[src/rtl/cqtf_pkg.sv]
// ----------------------------------------------------------------------------
// cqtf_pkg
// Shared types and character codes for the comment and quote text filter.
// ----------------------------------------------------------------------------
`default_nettype none

package cqtf_pkg;

  // Lexical mode of the filter. Codes 5 to 7 never arise and act as normal.
  typedef enum logic [2:0] {
    MODE_NORMAL = 3'd0,
    MODE_SQUOTE = 3'd1,
    MODE_DQUOTE = 3'd2,
    MODE_BLOCK  = 3'd3,
    MODE_LINE   = 3'd4
  } mode_t;

  localparam logic [7:0] CH_TAB       = 8'd9;
  localparam logic [7:0] CH_LF        = 8'd10;
  localparam logic [7:0] CH_CR        = 8'd13;
  localparam logic [7:0] CH_SPACE     = 8'd32;
  localparam logic [7:0] CH_DQUOTE    = 8'd34;
  localparam logic [7:0] CH_SQUOTE    = 8'd39;
  localparam logic [7:0] CH_STAR      = 8'd42;
  localparam logic [7:0] CH_SLASH     = 8'd47;
  localparam logic [7:0] CH_BACKSLASH = 8'd92;

  // Lexer state carried from one input byte to the next.
  typedef struct packed {
    mode_t mode;
    logic  held_slash;
    logic  slash_may_open;
    logic  held_backslash;
    logic  prev_space;
    logic  prev_escape;
    logic  prev_star;
  } lex_state_t;

  // One queue entry: the one or two bytes that a single input byte causes.
  typedef struct packed {
    logic [7:0] first_byte;
    logic [7:0] second_byte;
    logic       two;
  } run_entry_t;

endpackage : cqtf_pkg

`default_nettype wire

[src/rtl/cqtf_front.sv]
// ----------------------------------------------------------------------------
// cqtf_front
// Accepts raw bytes, runs the lexer and pushes the resulting byte runs.
// ----------------------------------------------------------------------------
`default_nettype none

module cqtf_front (
  input  wire logic                 clk,
  input  wire logic                 rst,
  input  wire logic                 in_valid,
  input  wire logic [7:0]           in_byte,
  input  wire logic                 q_full,
  output logic                      push,
  output cqtf_pkg::run_entry_t      push_entry
);
  import cqtf_pkg::*;

  lex_state_t st;
  lex_state_t st_next;
  logic       pre_en;
  logic [7:0] pre_byte;
  logic       main_en;
  logic       accept;

  assign accept = in_valid && !q_full;

  // A run is at most a released held character followed by one main byte.
  always_comb begin
    logic run_pn;
    logic run_pd;
    st_next  = st;
    pre_en   = 1'b0;
    pre_byte = CH_BACKSLASH;
    main_en  = 1'b0;
    run_pn   = 1'b0;
    run_pd   = 1'b0;
    unique case (st.mode)
      MODE_SQUOTE: begin
        main_en = 1'b1;
        if (in_byte == CH_SQUOTE) begin
          st_next.mode       = MODE_NORMAL;
          st_next.prev_space = 1'b0;
        end else if (in_byte == CH_LF) begin
          st_next.prev_space = 1'b1;
        end
      end
      MODE_DQUOTE: begin
        if (st.held_backslash) begin
          st_next.held_backslash = 1'b0;
          if (in_byte == CH_LF) begin
            st_next.prev_escape = 1'b0;
          end else begin
            pre_en              = 1'b1;
            pre_byte            = CH_BACKSLASH;
            st_next.prev_escape = 1'b1;
            run_pd              = 1'b1;
          end
        end else begin
          run_pd = 1'b1;
        end
      end
      MODE_BLOCK: begin
        priority if (in_byte == CH_LF) begin
          main_en           = 1'b1;
          st_next.prev_star = 1'b0;
        end else if (in_byte == CH_SLASH && st.prev_star) begin
          st_next.mode       = MODE_NORMAL;
          st_next.prev_star  = 1'b0;
          st_next.prev_space = 1'b0;
        end else begin
          st_next.prev_star = (in_byte == CH_STAR);
        end
      end
      MODE_LINE: begin
        if (in_byte == CH_LF) begin
          main_en            = 1'b1;
          st_next.mode       = MODE_NORMAL;
          st_next.prev_space = 1'b1;
        end
      end
      default: begin
        st_next.mode = MODE_NORMAL;
        priority if (st.held_backslash) begin
          st_next.held_backslash = 1'b0;
          if (in_byte == CH_LF) begin
            st_next.prev_space = 1'b1;
          end else begin
            pre_en   = 1'b1;
            pre_byte = CH_BACKSLASH;
            run_pn   = 1'b1;
          end
        end else if (st.held_slash) begin
          st_next.held_slash = 1'b0;
          priority if (in_byte == CH_STAR) begin
            pre_en             = 1'b1;
            pre_byte           = CH_SPACE;
            st_next.mode       = MODE_BLOCK;
            st_next.prev_star  = 1'b0;
            st_next.prev_space = 1'b0;
          end else if (in_byte == CH_SLASH && st.slash_may_open) begin
            st_next.mode = MODE_LINE;
          end else begin
            pre_en   = 1'b1;
            pre_byte = CH_SLASH;
            run_pn   = 1'b1;
          end
        end else begin
          run_pn = 1'b1;
        end
      end
    endcase

    // Plain handling of one byte in normal mode.
    if (run_pn) begin
      priority if (in_byte == CH_LF) begin
        main_en            = 1'b1;
        st_next.prev_space = 1'b1;
      end else if (in_byte == CH_SPACE || in_byte == CH_TAB) begin
        st_next.prev_space = 1'b1;
      end else if (in_byte == CH_DQUOTE) begin
        main_en             = 1'b1;
        st_next.mode        = MODE_DQUOTE;
        st_next.prev_escape = 1'b0;
        st_next.prev_space  = 1'b0;
      end else if (in_byte == CH_SQUOTE) begin
        main_en            = 1'b1;
        st_next.mode       = MODE_SQUOTE;
        st_next.prev_space = 1'b0;
      end else if (in_byte == CH_SLASH) begin
        st_next.held_slash     = 1'b1;
        st_next.slash_may_open = st_next.prev_space;
        st_next.prev_space     = 1'b0;
      end else if (in_byte == CH_BACKSLASH) begin
        st_next.held_backslash = 1'b1;
        st_next.prev_space     = 1'b0;
      end else begin
        main_en            = 1'b1;
        st_next.prev_space = (in_byte >= CH_TAB) && (in_byte <= CH_CR);
      end
    end

    // A slash released or consumed here never opens a line comment later.
    if (st.mode != MODE_SQUOTE && st.mode != MODE_DQUOTE && st.mode != MODE_BLOCK &&
        st.mode != MODE_LINE && !st.held_backslash && st.held_slash) begin
      st_next.slash_may_open = 1'b0;
    end

    // Plain handling of one byte inside double quotes.
    if (run_pd) begin
      priority if (in_byte == CH_LF) begin
        main_en             = 1'b1;
        st_next.prev_escape = 1'b0;
      end else if (in_byte == CH_BACKSLASH) begin
        st_next.held_backslash = 1'b1;
      end else if (in_byte == CH_DQUOTE) begin
        main_en = 1'b1;
        if (!st_next.prev_escape) begin
          st_next.mode       = MODE_NORMAL;
          st_next.prev_space = 1'b0;
        end
        st_next.prev_escape = 1'b0;
      end else begin
        main_en             = 1'b1;
        st_next.prev_escape = 1'b0;
      end
    end
  end

  always_comb begin
    push = accept && (pre_en || main_en);
    if (pre_en) begin
      push_entry.first_byte  = pre_byte;
      push_entry.second_byte = in_byte;
      push_entry.two         = main_en;
    end else begin
      push_entry.first_byte  = in_byte;
      push_entry.second_byte = in_byte;
      push_entry.two         = 1'b0;
    end
  end

  always_ff @(posedge clk) begin
    if (rst) begin
      st.mode           <= MODE_NORMAL;
      st.held_slash     <= 1'b0;
      st.slash_may_open <= 1'b0;
      st.held_backslash <= 1'b0;
      st.prev_space     <= 1'b1;
      st.prev_escape    <= 1'b0;
      st.prev_star      <= 1'b0;
    end else if (accept) begin
      st <= st_next;
    end
  end

endmodule : cqtf_front

`default_nettype wire

[src/rtl/cqtf_queue.sv]
// ----------------------------------------------------------------------------
// cqtf_queue
// Small first-in first-out queue of byte runs between lexer and output.
// ----------------------------------------------------------------------------
`default_nettype none

module cqtf_queue #(
  parameter int DEPTH = 4
) (
  input  wire logic                 clk,
  input  wire logic                 rst,
  input  wire logic                 push,
  input  wire cqtf_pkg::run_entry_t push_entry,
  input  wire logic                 pop,
  output cqtf_pkg::run_entry_t      head,
  output logic                      not_empty,
  output logic                      full
);
  import cqtf_pkg::*;

  localparam int PTR_W = (DEPTH > 1) ? $clog2(DEPTH) : 1;
  localparam int CNT_W = $clog2(DEPTH + 1);

  run_entry_t       mem [DEPTH];
  logic [PTR_W-1:0] wr_ptr;
  logic [PTR_W-1:0] rd_ptr;
  logic [CNT_W-1:0] count;

  assign head      = mem[rd_ptr];
  assign not_empty = (count != '0);
  assign full      = (count == CNT_W'(DEPTH));

  always_ff @(posedge clk) begin
    if (push) begin
      mem[wr_ptr] <= push_entry;
    end
  end

  always_ff @(posedge clk) begin
    if (rst) begin
      wr_ptr <= '0;
      rd_ptr <= '0;
      count  <= '0;
    end else begin
      if (push) begin
        wr_ptr <= (wr_ptr == PTR_W'(DEPTH - 1)) ? '0 : wr_ptr + 1'b1;
      end
      if (pop) begin
        rd_ptr <= (rd_ptr == PTR_W'(DEPTH - 1)) ? '0 : rd_ptr + 1'b1;
      end
      if (push && !pop) begin
        count <= count + 1'b1;
      end else if (pop && !push) begin
        count <= count - 1'b1;
      end
    end
  end

  a_count_bound: assert property (@(posedge clk) disable iff (rst)
    count <= CNT_W'(DEPTH))
    else $error("queue count beyond depth");

  a_no_overflow: assert property (@(posedge clk) disable iff (rst)
    full |-> !push)
    else $error("push into a full queue");

  a_no_underflow: assert property (@(posedge clk) disable iff (rst)
    pop |-> not_empty)
    else $error("pop from an empty queue");

endmodule : cqtf_queue

`default_nettype wire

[src/rtl/cqtf_back.sv]
// ----------------------------------------------------------------------------
// cqtf_back
// Takes byte runs from the queue and sends them out one beat at a time.
// ----------------------------------------------------------------------------
`default_nettype none

module cqtf_back (
  input  wire logic                 clk,
  input  wire logic                 rst,
  input  wire cqtf_pkg::run_entry_t head,
  input  wire logic                 not_empty,
  output logic                      pop,
  output logic                      out_valid,
  input  wire logic                 out_stall,
  output logic [7:0]                out_byte,
  output logic                      last_of_run
);
  import cqtf_pkg::*;

  run_entry_t cur;
  logic       phase;
  logic       taken;
  logic       advance;
  logic       free;

  assign taken   = out_valid && !out_stall;
  assign advance = taken && !phase && cur.two;
  assign free    = !out_valid || (taken && !advance);
  assign pop     = free && not_empty;

  assign out_byte    = phase ? cur.second_byte : cur.first_byte;
  assign last_of_run = phase || !cur.two;

  always_ff @(posedge clk) begin
    if (rst) begin
      out_valid <= 1'b0;
      phase     <= 1'b0;
    end else if (advance) begin
      phase <= 1'b1;
    end else if (free) begin
      out_valid <= not_empty;
      phase     <= 1'b0;
    end
  end

  always_ff @(posedge clk) begin
    if (pop) begin
      cur <= head;
    end
  end

endmodule : cqtf_back

`default_nettype wire

[src/rtl/comment_quote_text_filter_core.sv]
// ----------------------------------------------------------------------------
// comment_quote_text_filter_core
// Streaming filter that strips blanks and C comments while keeping quotes.
// ----------------------------------------------------------------------------
// Path: an input beat's first result is written into the queue when the beat
//   is accepted, then moved into the output register once that is free.
// Throughput: one input beat per cycle while the queue is not full, and one
//   output beat per cycle while out_stall is low; two results take two beats.
// Reset: synchronous, active high; the lexer returns to normal mode at the
//   start of a line and the queue and output register are emptied.
// ----------------------------------------------------------------------------
`default_nettype none

module comment_quote_text_filter_core #(
  parameter int QUEUE_DEPTH = 4
) (
  input  wire logic       clk,
  input  wire logic       rst,
  input  wire logic       in_valid,
  output logic            in_stall,
  input  wire logic [7:0] in_byte,
  output logic            out_valid,
  input  wire logic       out_stall,
  output logic [7:0]      out_byte,
  output logic            last_of_run
);
  import cqtf_pkg::*;

  // The front part holds the lexer state and turns every accepted byte
  // into a run of zero, one or two output bytes. A held slash or
  // backslash, when released, is the first byte of the following run.
  // Runs with no bytes never enter the queue.
  run_entry_t push_entry;
  run_entry_t head;
  logic       push;
  logic       pop;
  logic       not_empty;
  logic       q_full;

  // The input stalls only when the queue is full, so the lexer keeps
  // taking bytes while the output side waits on its receiver.
  assign in_stall = q_full;

  cqtf_front u_front (
    .clk        (clk),
    .rst        (rst),
    .in_valid   (in_valid),
    .in_byte    (in_byte),
    .q_full     (q_full),
    .push       (push),
    .push_entry (push_entry)
  );

  // The queue decouples the lexer from the output so that each side can
  // stall on its own.
  cqtf_queue #(
    .DEPTH (QUEUE_DEPTH)
  ) u_queue (
    .clk        (clk),
    .rst        (rst),
    .push       (push),
    .push_entry (push_entry),
    .pop        (pop),
    .head       (head),
    .not_empty  (not_empty),
    .full       (q_full)
  );

  // The back part presents each run one beat at a time from a register
  // and marks the final beat of the run with last_of_run.
  cqtf_back u_back (
    .clk         (clk),
    .rst         (rst),
    .head        (head),
    .not_empty   (not_empty),
    .pop         (pop),
    .out_valid   (out_valid),
    .out_stall   (out_stall),
    .out_byte    (out_byte),
    .last_of_run (last_of_run)
  );

endmodule : comment_quote_text_filter_core

`default_nettype wire

[config.mk]
export PLATFORM = sky130hd
export DESIGN_NAME = comment_quote_text_filter_core
export DESIGN_NICKNAME = d
export VERILOG_FILES = /design/src/rtl/cqtf_pkg.sv /design/src/rtl/cqtf_front.sv /design/src/rtl/cqtf_queue.sv /design/src/rtl/cqtf_back.sv /design/src/rtl/comment_quote_text_filter_core.sv
export SDC_FILE = /design/constraint.sdc
export NUM_CORES = 1
export LEC_CHECK = 0
export BUFFER_PORTS_ARGS = -buffer_cell sky130_fd_sc_hd__buf_4
export CAP_MARGIN = 5
export CELL_PAD_IN_SITES_DETAIL_PLACEMENT = 1
export CELL_PAD_IN_SITES_GLOBAL_PLACEMENT = 1
export CORE_UTILIZATION = 51
export CTS_CLUSTER_DIAMETER = 120
export DETAILED_ROUTE_END_ITERATION = 10
export PLACE_DENSITY = 0.76
export SETUP_SLACK_MARGIN = 0.1
export SYNTH_ARGS = -nofsm -noshare
export SYNTH_HDL_FRONTEND = slang
export SYNTH_HIERARCHICAL = 1
export SYNTH_SLANG_ARGS = --single-unit
[constraint.sdc]
create_clock -name clk -period 5 [get_ports clk]
set_input_delay 1.25 -clock clk [delete_from_list [all_inputs] [get_ports clk]]
set_output_delay 1.25 -clock clk [all_outputs]
set_load 0.02 [all_outputs]
# [Word level (Yosys, flattened, before mapping)]
# Memory sizes are Yosys's and may differ from the RTL's. A register that Yosys moved wholly into a read port is not among the register bits.
# Index checks and enable logic that the tools add are counted.
[op_classes] bitwise=2 mux=99 n_eq_ne=24 n_addsub=4 magnitude_cmp=2 reduce_logical=44
[ops] op="two-way mux 1 bit" count=59
[ops] op="two-way mux 3 bit" count=18
[ops] op="two-way mux 8 bit" count=6
[ops] op="equality test 8 x 6 -> 1 bit (second input constant)" count=5
[ops] op="logical AND 1 bit" count=17
[ops] op="two-way mux 17 bit" count=1
[ops] op="equality test 8 x 4 -> 1 bit (second input constant)" count=2
[ops] op="two-way mux 6 bit" count=2
[ops] op="case mux 3 bit (4 select lines)" count=1
[ops] op="nonzero test 2 bit" count=6
[ops] op="two-way mux 2 bit" count=5
[ops] op="logical NOT 1 bit" count=9
[ops] op="equality test 8 x 7 -> 1 bit (second input constant)" count=1
[ops] op=">= comparator 8 x 4 -> 1 bit (second input constant)" count=1
[ops] op="<= comparator 8 x 4 -> 1 bit (second input constant)" count=1
[ops] op="two-way mux 4 bit" count=2
[ops] op="two-way mux 7 bit" count=1
[ops] op="AND reduction 7 bit" count=1
[ops] op="equality test 3 x 2 -> 1 bit (second input constant)" count=2
[ops] op="equality test 3 bit (second input constant)" count=2
[ops] op="!= test 2 bit (second input constant)" count=3
[ops] op="!= test 3 x 2 -> 1 bit (second input constant)" count=2
[ops] op="case mux 1 bit (2 select lines)" count=3
[ops] op="OR reduction 3 bit" count=2
[ops] op="other kinds (16)" count=23
[totals] output_inout_bits=11 mem_bits_rw=68 in_bits=12 elab_cells=188 ff_bits=18 n_memories=1
[memory_table] name="u_queue.mem" depth=4 width=17 read_ports=1 rd_clocked_by_memory_dff=1 write_ports=1 line_no="cqtf_queue.sv:24" text="run_entry_t mem [DEPTH];"

# [Longest topological paths before layout]
# Gate-level depths: netlist of run 1.
[logic_depth] depth_word=19 ltp_mapped=12 ltp_nobuf=11

# [Hierarchy]
# The synthesis of run 1 kept the hierarchy.
[by_module_without_submodules] module="cqtf_queue" seq_area_each_um2=2222.1 cells_each=133 area_per_inst_um2=2934.1 n_inst=1
[by_module_without_submodules] module="cqtf_front" seq_area_each_um2=180.2 cells_each=154 area_per_inst_um2=1104.8 n_inst=1
[by_module_without_submodules] module="cqtf_back" seq_area_each_um2=550.5 cells_each=37 area_per_inst_um2=706.9 n_inst=1

# [Least setup slack after synthesis of run 1]
# Ideal clock, no wire load.
[synth_timing] path_type="input to register" start="input port in_byte[5]" end="register u_queue.count[2]" arrival_time_ps=4067 required_ps=4930 path_stages=12 slack_ps=863 setup_ps=70 path_buffers=1 path_cell_list="clkbuf_1 -> and3b_1 -> o211ai_1 -> a31oi_1 -> or3_1 -> a31oi_1 -> ha_1 -> inv_1 -> fa_1 -> xor2_1 -> or3_1 -> a21oi_1"
[synth_between] elab_chain_cells=18 elab_cells_between_ends=42 cone_classes="eq/ne: 8; mux: 26; reduce/logical: 8"
[synth_lines] element="from (decl)" line_no="comment_quote_text_filter_core.sv:21" text="input wire logic [7:0] in_byte,"
[synth_lines] element="equality test 8 x 4 -> 1 bit"
[synth_lines] element="two-way mux 1 bit" line_no="cqtf_front.sv:63, cqtf_front.sv:75"
[synth_lines] element="case mux 1 bit (2 select lines)" line_no="cqtf_front.sv:37" text="unique case (st.mode)"
[synth_lines] element="two-way mux 1 bit" line_no="cqtf_front.sv:133" text="end else if (in_byte == CH_BACKSLASH) begin"
[synth_lines] element="two-way mux 1 bit" line_no="cqtf_front.sv:129" text="end else if (in_byte == CH_SLASH) begin"
[synth_lines] element="two-way mux 1 bit" line_no="cqtf_front.sv:125" text="end else if (in_byte == CH_SQUOTE) begin"
[synth_lines] element="two-way mux 1 bit" line_no="cqtf_front.sv:120" text="end else if (in_byte == CH_DQUOTE) begin"
[synth_lines] element="two-way mux 1 bit" line_no="cqtf_front.sv:118" text="end else if (in_byte == CH_SPACE || in_byte == CH_TAB) begin"
[synth_lines] element="[... 3 more ...]"
[synth_lines] element="two-way mux 1 bit" line_no="cqtf_front.sv:150" text="priority if (in_byte == CH_LF) begin"
[synth_lines] element="two-way mux 1 bit" line_no="cqtf_front.sv:149" text="if (run_pd) begin"
[synth_lines] element="logical OR 1 bit (*)" line_no="cqtf_front.sv:170" text="push = accept && (pre_en || main_en);"
[synth_lines] element="logical AND 1 bit (*)" line_no="cqtf_front.sv:170"
[synth_lines] element="via push" line_no="comment_quote_text_filter_core.sv:35" text="logic push;"
[synth_lines] element="logical NOT 1 bit" line_no="cqtf_queue.sv:53" text="end else if (pop && !push) begin"
[synth_lines] element="logical AND 1 bit" line_no="cqtf_queue.sv:53"
[synth_lines] element="nonzero test 2 bit (no line)"
[synth_lines] element="to (signal assigned)" line_no="cqtf_queue.sv:52" text="count <= count + 1'b1;"
[synth_lines] element="to (signal assigned)" line_no="cqtf_queue.sv:54" text="count <= count - 1'b1;"
[synth_lines] element="to (decl)" line_no="cqtf_queue.sv:27" text="logic [CNT_W-1:0] count;"
# The timed path passes the listed nets; every way through them passes the cells marked *.
# A chain may end at the register's enable or synchronous reset.

# [Worst setup path in the final report of run 1]
# Ends and elaborated chain as after synthesis.

==> results of run 1 <==
worst max-delay path, stage by stage:
cell	delay [ns]
buf_4	0.16
and3b_1	0.19
o211ai_1	0.28
a31oi_1	0.12
or3_1	0.39
a31oi_1	0.51
ha_1	0.28
inv_1	0.07
fa_1	0.42
xor2_1	0.16
or3_1	0.31
a21oi_1	0.13
cell usage in the layout, fill, tap and decap left out, types with 4 or more instances in the layout:
master / Yosys / final
nor2b_1: 4 / 4
mux2i_1: 4 / 4
o21a_1: 7 / 7
a21oi_1: 12 / 12
buf_4: 8 / 27
mux4_2: 10 / 10
mux4_1: 7 / 7
nor3b_1: 5 / 5
and2_1: 7 / 7
ha_1: 6 / 6
o21ai_0: 11 / 11
nor3_1: 5 / 5
nand3_1: 7 / 7
mux2_2: 8 / 8
nand2_1: 13 / 13
edfxtp_1: 85 / 85
clkbuf_8: 0 / 9
dfxtp_1: 20 / 20
or3_1: 5 / 5
o211ai_1: 4 / 4
inv_1: 8 / 8
nor2_1: 16 / 16
how the worst max path moves through the flow:
stage	to	cells after the start	slack, ns
6_report	u_queue/count[2]$_SDFFE_PP0P_	12	1.02
5_1_grt	u_queue/count[2]$_SDFFE_PP0P_	12	0.77
4_1_cts	u_queue/count[2]$_SDFFE_PP0P_	12	1.01
3_5_place_dp	u_queue/count[2]$_SDFFE_PP0P_	12	0.63
3_3_place_gp	u_queue/count[2]$_SDFFE_PP0P_	12	0.72
2_1_floorplan	u_queue/count[2]$_SDFFE_PP0P_	12	0.86
stage by stage:
| step | utilization [%] | setup WS, ns | hold WS, ns | area, sq um |
|---|---|---|---|---|
| 3_3_place_gp | 55.6 | 0.719 | 0.463 | 4920 |
| 2_1_floorplan | - | 0.863 | 0.446 | 4750 |
| 4_1_cts | 57.7 | 1.01 | 0.490 | 5100 |
| 3_5_place_dp | 55.6 | 0.633 | 0.474 | 4920 |
| 6_report | 57.7 | 1.02 | 0.487 | 5100 |
| 5_1_grt | 57.7 | 0.770 | 0.512 | 5100 |
power by group:
group / switching (mW) / internal (mW)
Combinational: 0.314 / 0.309
Clock: 0.303 / 0.194
Sequential: 0.111 / 1.15
state kept, by name (all words and copies together), names as in the netlist, named ones only:
signal and count:
u_queue/count 3, u_queue/mem 68, u_queue/rd_ptr 2, u_back/cur 17
u_queue/wr_ptr 2, u_back/out_valid 1, u_front/st 9, u_back/phase 1
routing by layer:
metal / up-vias / global-route usage, %
li1: 1290 / -
met1: 1388 / 28.2
met2: 54 / 35.3
met3: 14 / 3.19
met4: 0 / 6.66
met5: - / 0
final cells by class:
type / count / area (sq um)
multi-input combinational: 186 / 1600
clock inverter: 6 / 57.6
tap: 108 / 135
sequential: 105 / 2950
timing repair buffer: 27 / 203
inverter: 9 / 33.8
fill: 875 / 3740
clock buffer: 10 / 128
cells by family after synthesis:
kind of cell	after synthesis
AO/OA/AOI/OAI	63
XOR/XNOR	2
adder cells (fa/ha/maj)	7
buffers and inverters	33
flip-flops	105
multiplexers	29
AND/OR/NAND/NOR	85
==> out/qor.yml, run 1 <==
clocking:
  cts.path.max_buffers: 2
  clock-root-buffer: "clkbuf_8"
  clock_latency_ns: 0.36
  h-tree-depth: 3
  cts_tree: "done"
  clock_sinks: 105
  cts_setup_buffers: 0
  holdBufCountCts: 0
  cts_made_buffers: 9
  clk_pin_slew_ns: 0.10
  cts_resized: 0
grt:
  grt_pass1_wl_mm: 15.3
  grt-ovfl-total: 0
  grt_max_degree: 20
  track_usage_pct: 20.9
  antenna_found_initial: 0
  grt_pass1_vias: 2845
critical_path:
  rr_endpoint: "u_queue/count[2]$_SDFFE_PP0P_"
  worstSetupStartpoint: "in_byte[5]"
  cp_max_fo: 15
  reg2reg_slack_ns: 1.42
  crit_arrival_ns: 4.28
  r2r_start: "u_front/st[7]$_SDFFE_PP0P_"
  cp-end-kind: "flip-flop"
  path_class: "input pin to flip-flop"
  critPathLaunchType: "input pin"
  worstPathRequired_ns: 5.30
  ff2ff_path_depth: 10
sta:
  final_hold_viol_count: 0
  clock_skew_ns: 0.0117
  tns_ns: 0
  drv_slew: 0
  worst_pin_slew_ns: 1.06
  final.min_clock_period_ns: 3.98
  relSlewSlack_pct: 28.9
  setup_viol: 0
  max_freq_mhz: 251
  fin_crit_sh_pct: 79.7
  rsz0062_at_grt: "false"
synth:
  synth_xor_area_share_pct: 0.369
  synth_common_cells: "85 x edfxtp_1, 20 x dfxtp_1, 16 x nor2_1"
  synthAdderAreaFrac_pct: 2.00
  syn_avg_cell_area_sq_um: 14.6
  yosysWarningCount: 6
  synthArstFlopShare_pct: 0
  syn_nets: 343
  ys_seq_area_share_pct: 62.2
  synth-seq-cells: 105
  synth_edf_count: 85
  synth-compound-area-share_pct: 8.99
  yosys-mux-area-fraction_pct: 11.4
  synthMostInstantiatedCell: "edfxtp_1"
  synth_cells: 324
  synth_top_family_by_area: "multiplexers"
  synth_top_cell_by_area: "edfxtp_1"
  syn_area_sq_um: 4750
  synth_cell_types: 62
  synth_top_area_share_pct: 53.8
  yosys.area_share.simple_pct: 10.9
  ys_top_cells_by_area: "edfxtp_1 54%, dfxtp_1 8.4%, mux4_2 4.7%, mux4_1 3.9%, mux2_2 1.9%"
  yosys_most_used_dff: "edfxtp_1"
die:
  die_area_sq_um: 9700
  coreArea_sq_um: 8850
  fp.dieH_um: 98.5
  fp-row-count: 34
  die_w_um: 98.5
  ioPinCount: 23
  start_util_pct: 53.6
detailed_routing:
  vias_per_cell: 6.09
  wl_met3_um: 241
  route.met2.wl_mm: 4.51
  initialDrtViolationCount: 116
  dr.max_layer_used: "met4"
  ant_nets: 0
  drt_pass1_iterations: 6
  vias: 2746
  drc: 0
  wire_per_inst_um: 20.6
  finalWirelength_mm: 9.31
  met1_length_mm: 4.43
final_layout:
  syn2layout_area_growth_pct: 7.57
  n_antenna_cell: 0
  nNetsFinal: 357
  drive_above_1_share_pct: 20.4
  post_layout_nonfiller_instances: 451
hold_path:
  min_path_type: "flip-flop to flip-flop"
  worstHoldEndpoint: "u_front/st[1]$_SDFFE_PP0P_"
  min-delay-start: "u_front/st[1]$_SDFFE_PP0P_"
  hold_depth: 2
place:
  hpwlAfterDp_mm: 6.41
  place_congestion: 0.969
  placedCellCount: 435
  port_buffers: 22
pwr:
  leakage_nw: 1.74
  fin_total_pwr_mw: 2.38
  ir_drop_mv: 0.187
  powerDensity_nw_per_um2: 466
job:
  drv_cap: 0
run_status:
  outcome: "finished, final reports clean"
Note: power is estimated with default switching activity, not from simulation.
==> run 2, diff against run 1 <==
==> constraint.sdc (replaced) <==
create_clock -name clk -period 3.8 [get_ports clk]
set_input_delay 0.95 -clock clk [delete_from_list [all_inputs] [get_ports clk]]
set_output_delay 0.95 -clock clk [all_outputs]
set_load 0.02 [all_outputs]
==> run 2 against run 1 <==
Non-clock buffer count is 5 higher. Via count is 2.5% higher. Power is 33% higher. Sequential cell count stayed put. Critical path depth stayed put. Worst hold slack worse by 0.011 ns. Clock power is 32% higher. First-iteration DRC count is 2.6% higher. Sequential share of layout area is 0.64 points lower. Worst setup slack worse by 0.58 ns. Final cell count is 1.1% higher. Critical path type unchanged. Critical endpoint unchanged.
==> out/qor.yml, run 2 (synthesis results as in run 1) <==
final_layout:
  reg_top3: "u_queue/mem: 68 flops, u_back/cur: 17 flops, u_front/st: 9 flops"
  final_common_cell: "edfxtp_1"
  syn2layout_area_growth_pct: 8.78
  nNetsFinal: 362  # +1.4%
  n_antenna_cell: 0  # unchanged
  num-fill-cells: 854  # -2.4%
  largest_reg_flops: 68  # unchanged
  final_cell_mix: "85 x edfxtp_1, 32 x buf_4, 20 x dfxtp_1, 16 x nor2_1, 13 x nand2_1"
  final_util_pct: 58.3  # +0.65 points
  regMostFlops: "u_queue/mem"
  register_area_sq_um: 2950  # unchanged
  drive_above_1_share_pct: 21.8  # +1.4 points
  multi_input_area_sq_um: 1610  # +0.94%
place:
  hpwlAfterDp_mm: 6.82  # +6.4%
  place_congestion: 0.897  # -7.5%
  place_worst_setup_slack_ns: 0.0825  # -0.551 ns
  port_buffers: 22  # unchanged
detailed_routing:
  drt_pass1_iterations: 6  # unchanged
  ant_nets: 0  # unchanged
  initialDrtViolationCount: 119  # +2.6%
  vias: 2816  # +2.5%
  wire_per_inst_um: 22.0  # +6.6%
  drc: 0  # unchanged
  vias_per_cell: 6.18  # +1.4%
  finalWirelength_mm: 10.0  # +7.7%
clocking:
  holdBufCountCts: 0  # unchanged
  cts_tree: "done"
  clk_pin_slew_ns: 0.10  # about the same
  cts_resized: 0  # unchanged
  clock-root-buffer: "clkbuf_8"
  clock_sinks: 105  # unchanged
  clock_latency_ns: 0.36  # about the same
  cts_made_buffers: 9  # unchanged
  h-tree-depth: 3  # unchanged
  cts_setup_buffers: 0  # unchanged
  cts.path.max_buffers: 2  # unchanged
hold_path:
  min_path_type: "flip-flop to flip-flop"
sta:
  rsz0062_at_grt: "false"
  worst_pin_slew_ns: 1.17  # +0.107 ns
  final.min_clock_period_ns: 3.37
  setup_ws_ns: 0.434  # -0.582 ns
  fin_crit_sh_pct: 88.6
  final_hold_viol_count: 0  # unchanged
  clock_skew_ns: 0.0123  # +0.000565 ns
  setup_viol: 0  # unchanged
  tns_ns: 0  # unchanged
  max_freq_mhz: 297
  drv_slew: 0  # unchanged
  worst_hold_slack_ns: 0.476  # -0.0108 ns
  relSlewSlack_pct: 21.8  # -7.1 points
critical_path:
  ff2ff_path_depth: 11  # +1
  rr_endpoint: "u_queue/count[2]$_SDFFE_PP0P_"
  reg2reg_slack_ns: 0.53  # -0.89 ns
  critPathLaunchType: "input pin"
  cp-end-kind: "flip-flop"
  path_class: "input pin to flip-flop"
  worstSetupStartpoint: "in_byte[5]"
  cp_max_fo: 15  # unchanged
  worstPathRequired_ns: 4.10  # -1.20 ns
  cp-endpoint: "u_queue/count[2]$_SDFFE_PP0P_"
  r2r_start: "u_front/st[7]$_SDFFE_PP0P_"
  crit_arrival_ns: 3.66  # -0.62 ns
pwr:
  powerDensity_nw_per_um2: 612  # +31%
  leakage_nw: 1.76  # +1.6%
  fin_total_pwr_mw: 3.16  # +33%
  ir_drop_mv: 0.278  # +49%
grt:
  grt_pass1_wl_mm: 16.0  # +4.5%
  grt_pass1_vias: 2960  # +4.0%
  antenna_found_initial: 0  # unchanged
  track_usage_pct: 22.3  # +1.4 points
  grt_max_degree: 20  # unchanged
  grt-ovfl-total: 0  # unchanged
run_status:
  outcome: "finished, final reports clean"
die:
  start_util_pct: 53.6  # unchanged
  coreArea_sq_um: 8850  # unchanged
  die_w_um: 98.5  # unchanged
  die_area_sq_um: 9700  # unchanged
  fp.dieH_um: 98.5  # unchanged
  ioPinCount: 23  # unchanged
  fp-row-count: 34  # unchanged
job:
  drv_cap: 0  # unchanged
[run 2: final cells by class]
cell class | instances | share of cell area [%]
clock buffers | 10 | 2.47
multi-input cells | 186 | 31.2
inverters | 9 | 0.654
flip-flops and latches | 105 | 57.2
clock inverters | 6 | 1.21
well taps | 108 | 2.62
repair buffers | 32 | 4.65
[run 2: worst min path at each step]
stage / start / end / slack [ns] / cells after the start
after floorplan: u_front/st[0]$_SDFFE_PP0P_ / u_front/st[0]$_SDFFE_PP0P_ / 0.45 / 2
final: u_front/st[1]$_SDFFE_PP0P_ / u_front/st[1]$_SDFFE_PP0P_ / 0.48 / 2
after global routing: u_front/st[1]$_SDFFE_PP0P_ / u_front/st[1]$_SDFFE_PP0P_ / 0.52 / 2
after CTS: u_front/st[1]$_SDFFE_PP0P_ / u_front/st[1]$_SDFFE_PP0P_ / 0.48 / 2
after detailed placement: u_front/st[1]$_SDFFE_PP0P_ / u_front/st[1]$_SDFFE_PP0P_ / 0.46 / 2
after global placement: u_front/st[1]$_SDFFE_PP0P_ / u_front/st[1]$_SDFFE_PP0P_ / 0.46 / 2
[run 2: worst max-delay path, cell delays in order]
cell,delay (ns)
buf_4,0.16
and3b_1,0.19
o211ai_1,0.27
a31oi_1,0.13
or3_1,0.43
a31oi_4,0.20
ha_1,0.22
inv_1,0.07
fa_1,0.43
xor2_1,0.16
or3_1,0.31
a21oi_1,0.14
[run 2: per-stage QoR]
| stage | instance area (sq um) | instances |
|---|---|---|
| after global placement | 4970 | 440 |
| after detailed placement | 4970 | 440 |
| after CTS | 5160 | 456 |
| after floorplan | 4760 | 324 |
| final | 5160 | 456 |
| after global routing | 5160 | 456 |
[run 2: metal layers]
layer	wire (um)	track usage [%]	up-vias
met3	257	3.40	15
met5	0	0	-
li1	-	-	1299
met4	182	8.50	0
met1	4590	28.4	1446
met2	5000	38.8	56
[run 2: power by group]
group | total, mW | switching (mW) | leakage (nW) | internal [mW]
Sequential | 1.67 | 0.158 | 0.943 | 1.51
Combinational | 0.835 | 0.422 | 0.726 | 0.414
Clock | 0.657 | 0.402 | 0.0957 | 0.255
Total | 3.16 | 0.982 | 1.76 | 2.18
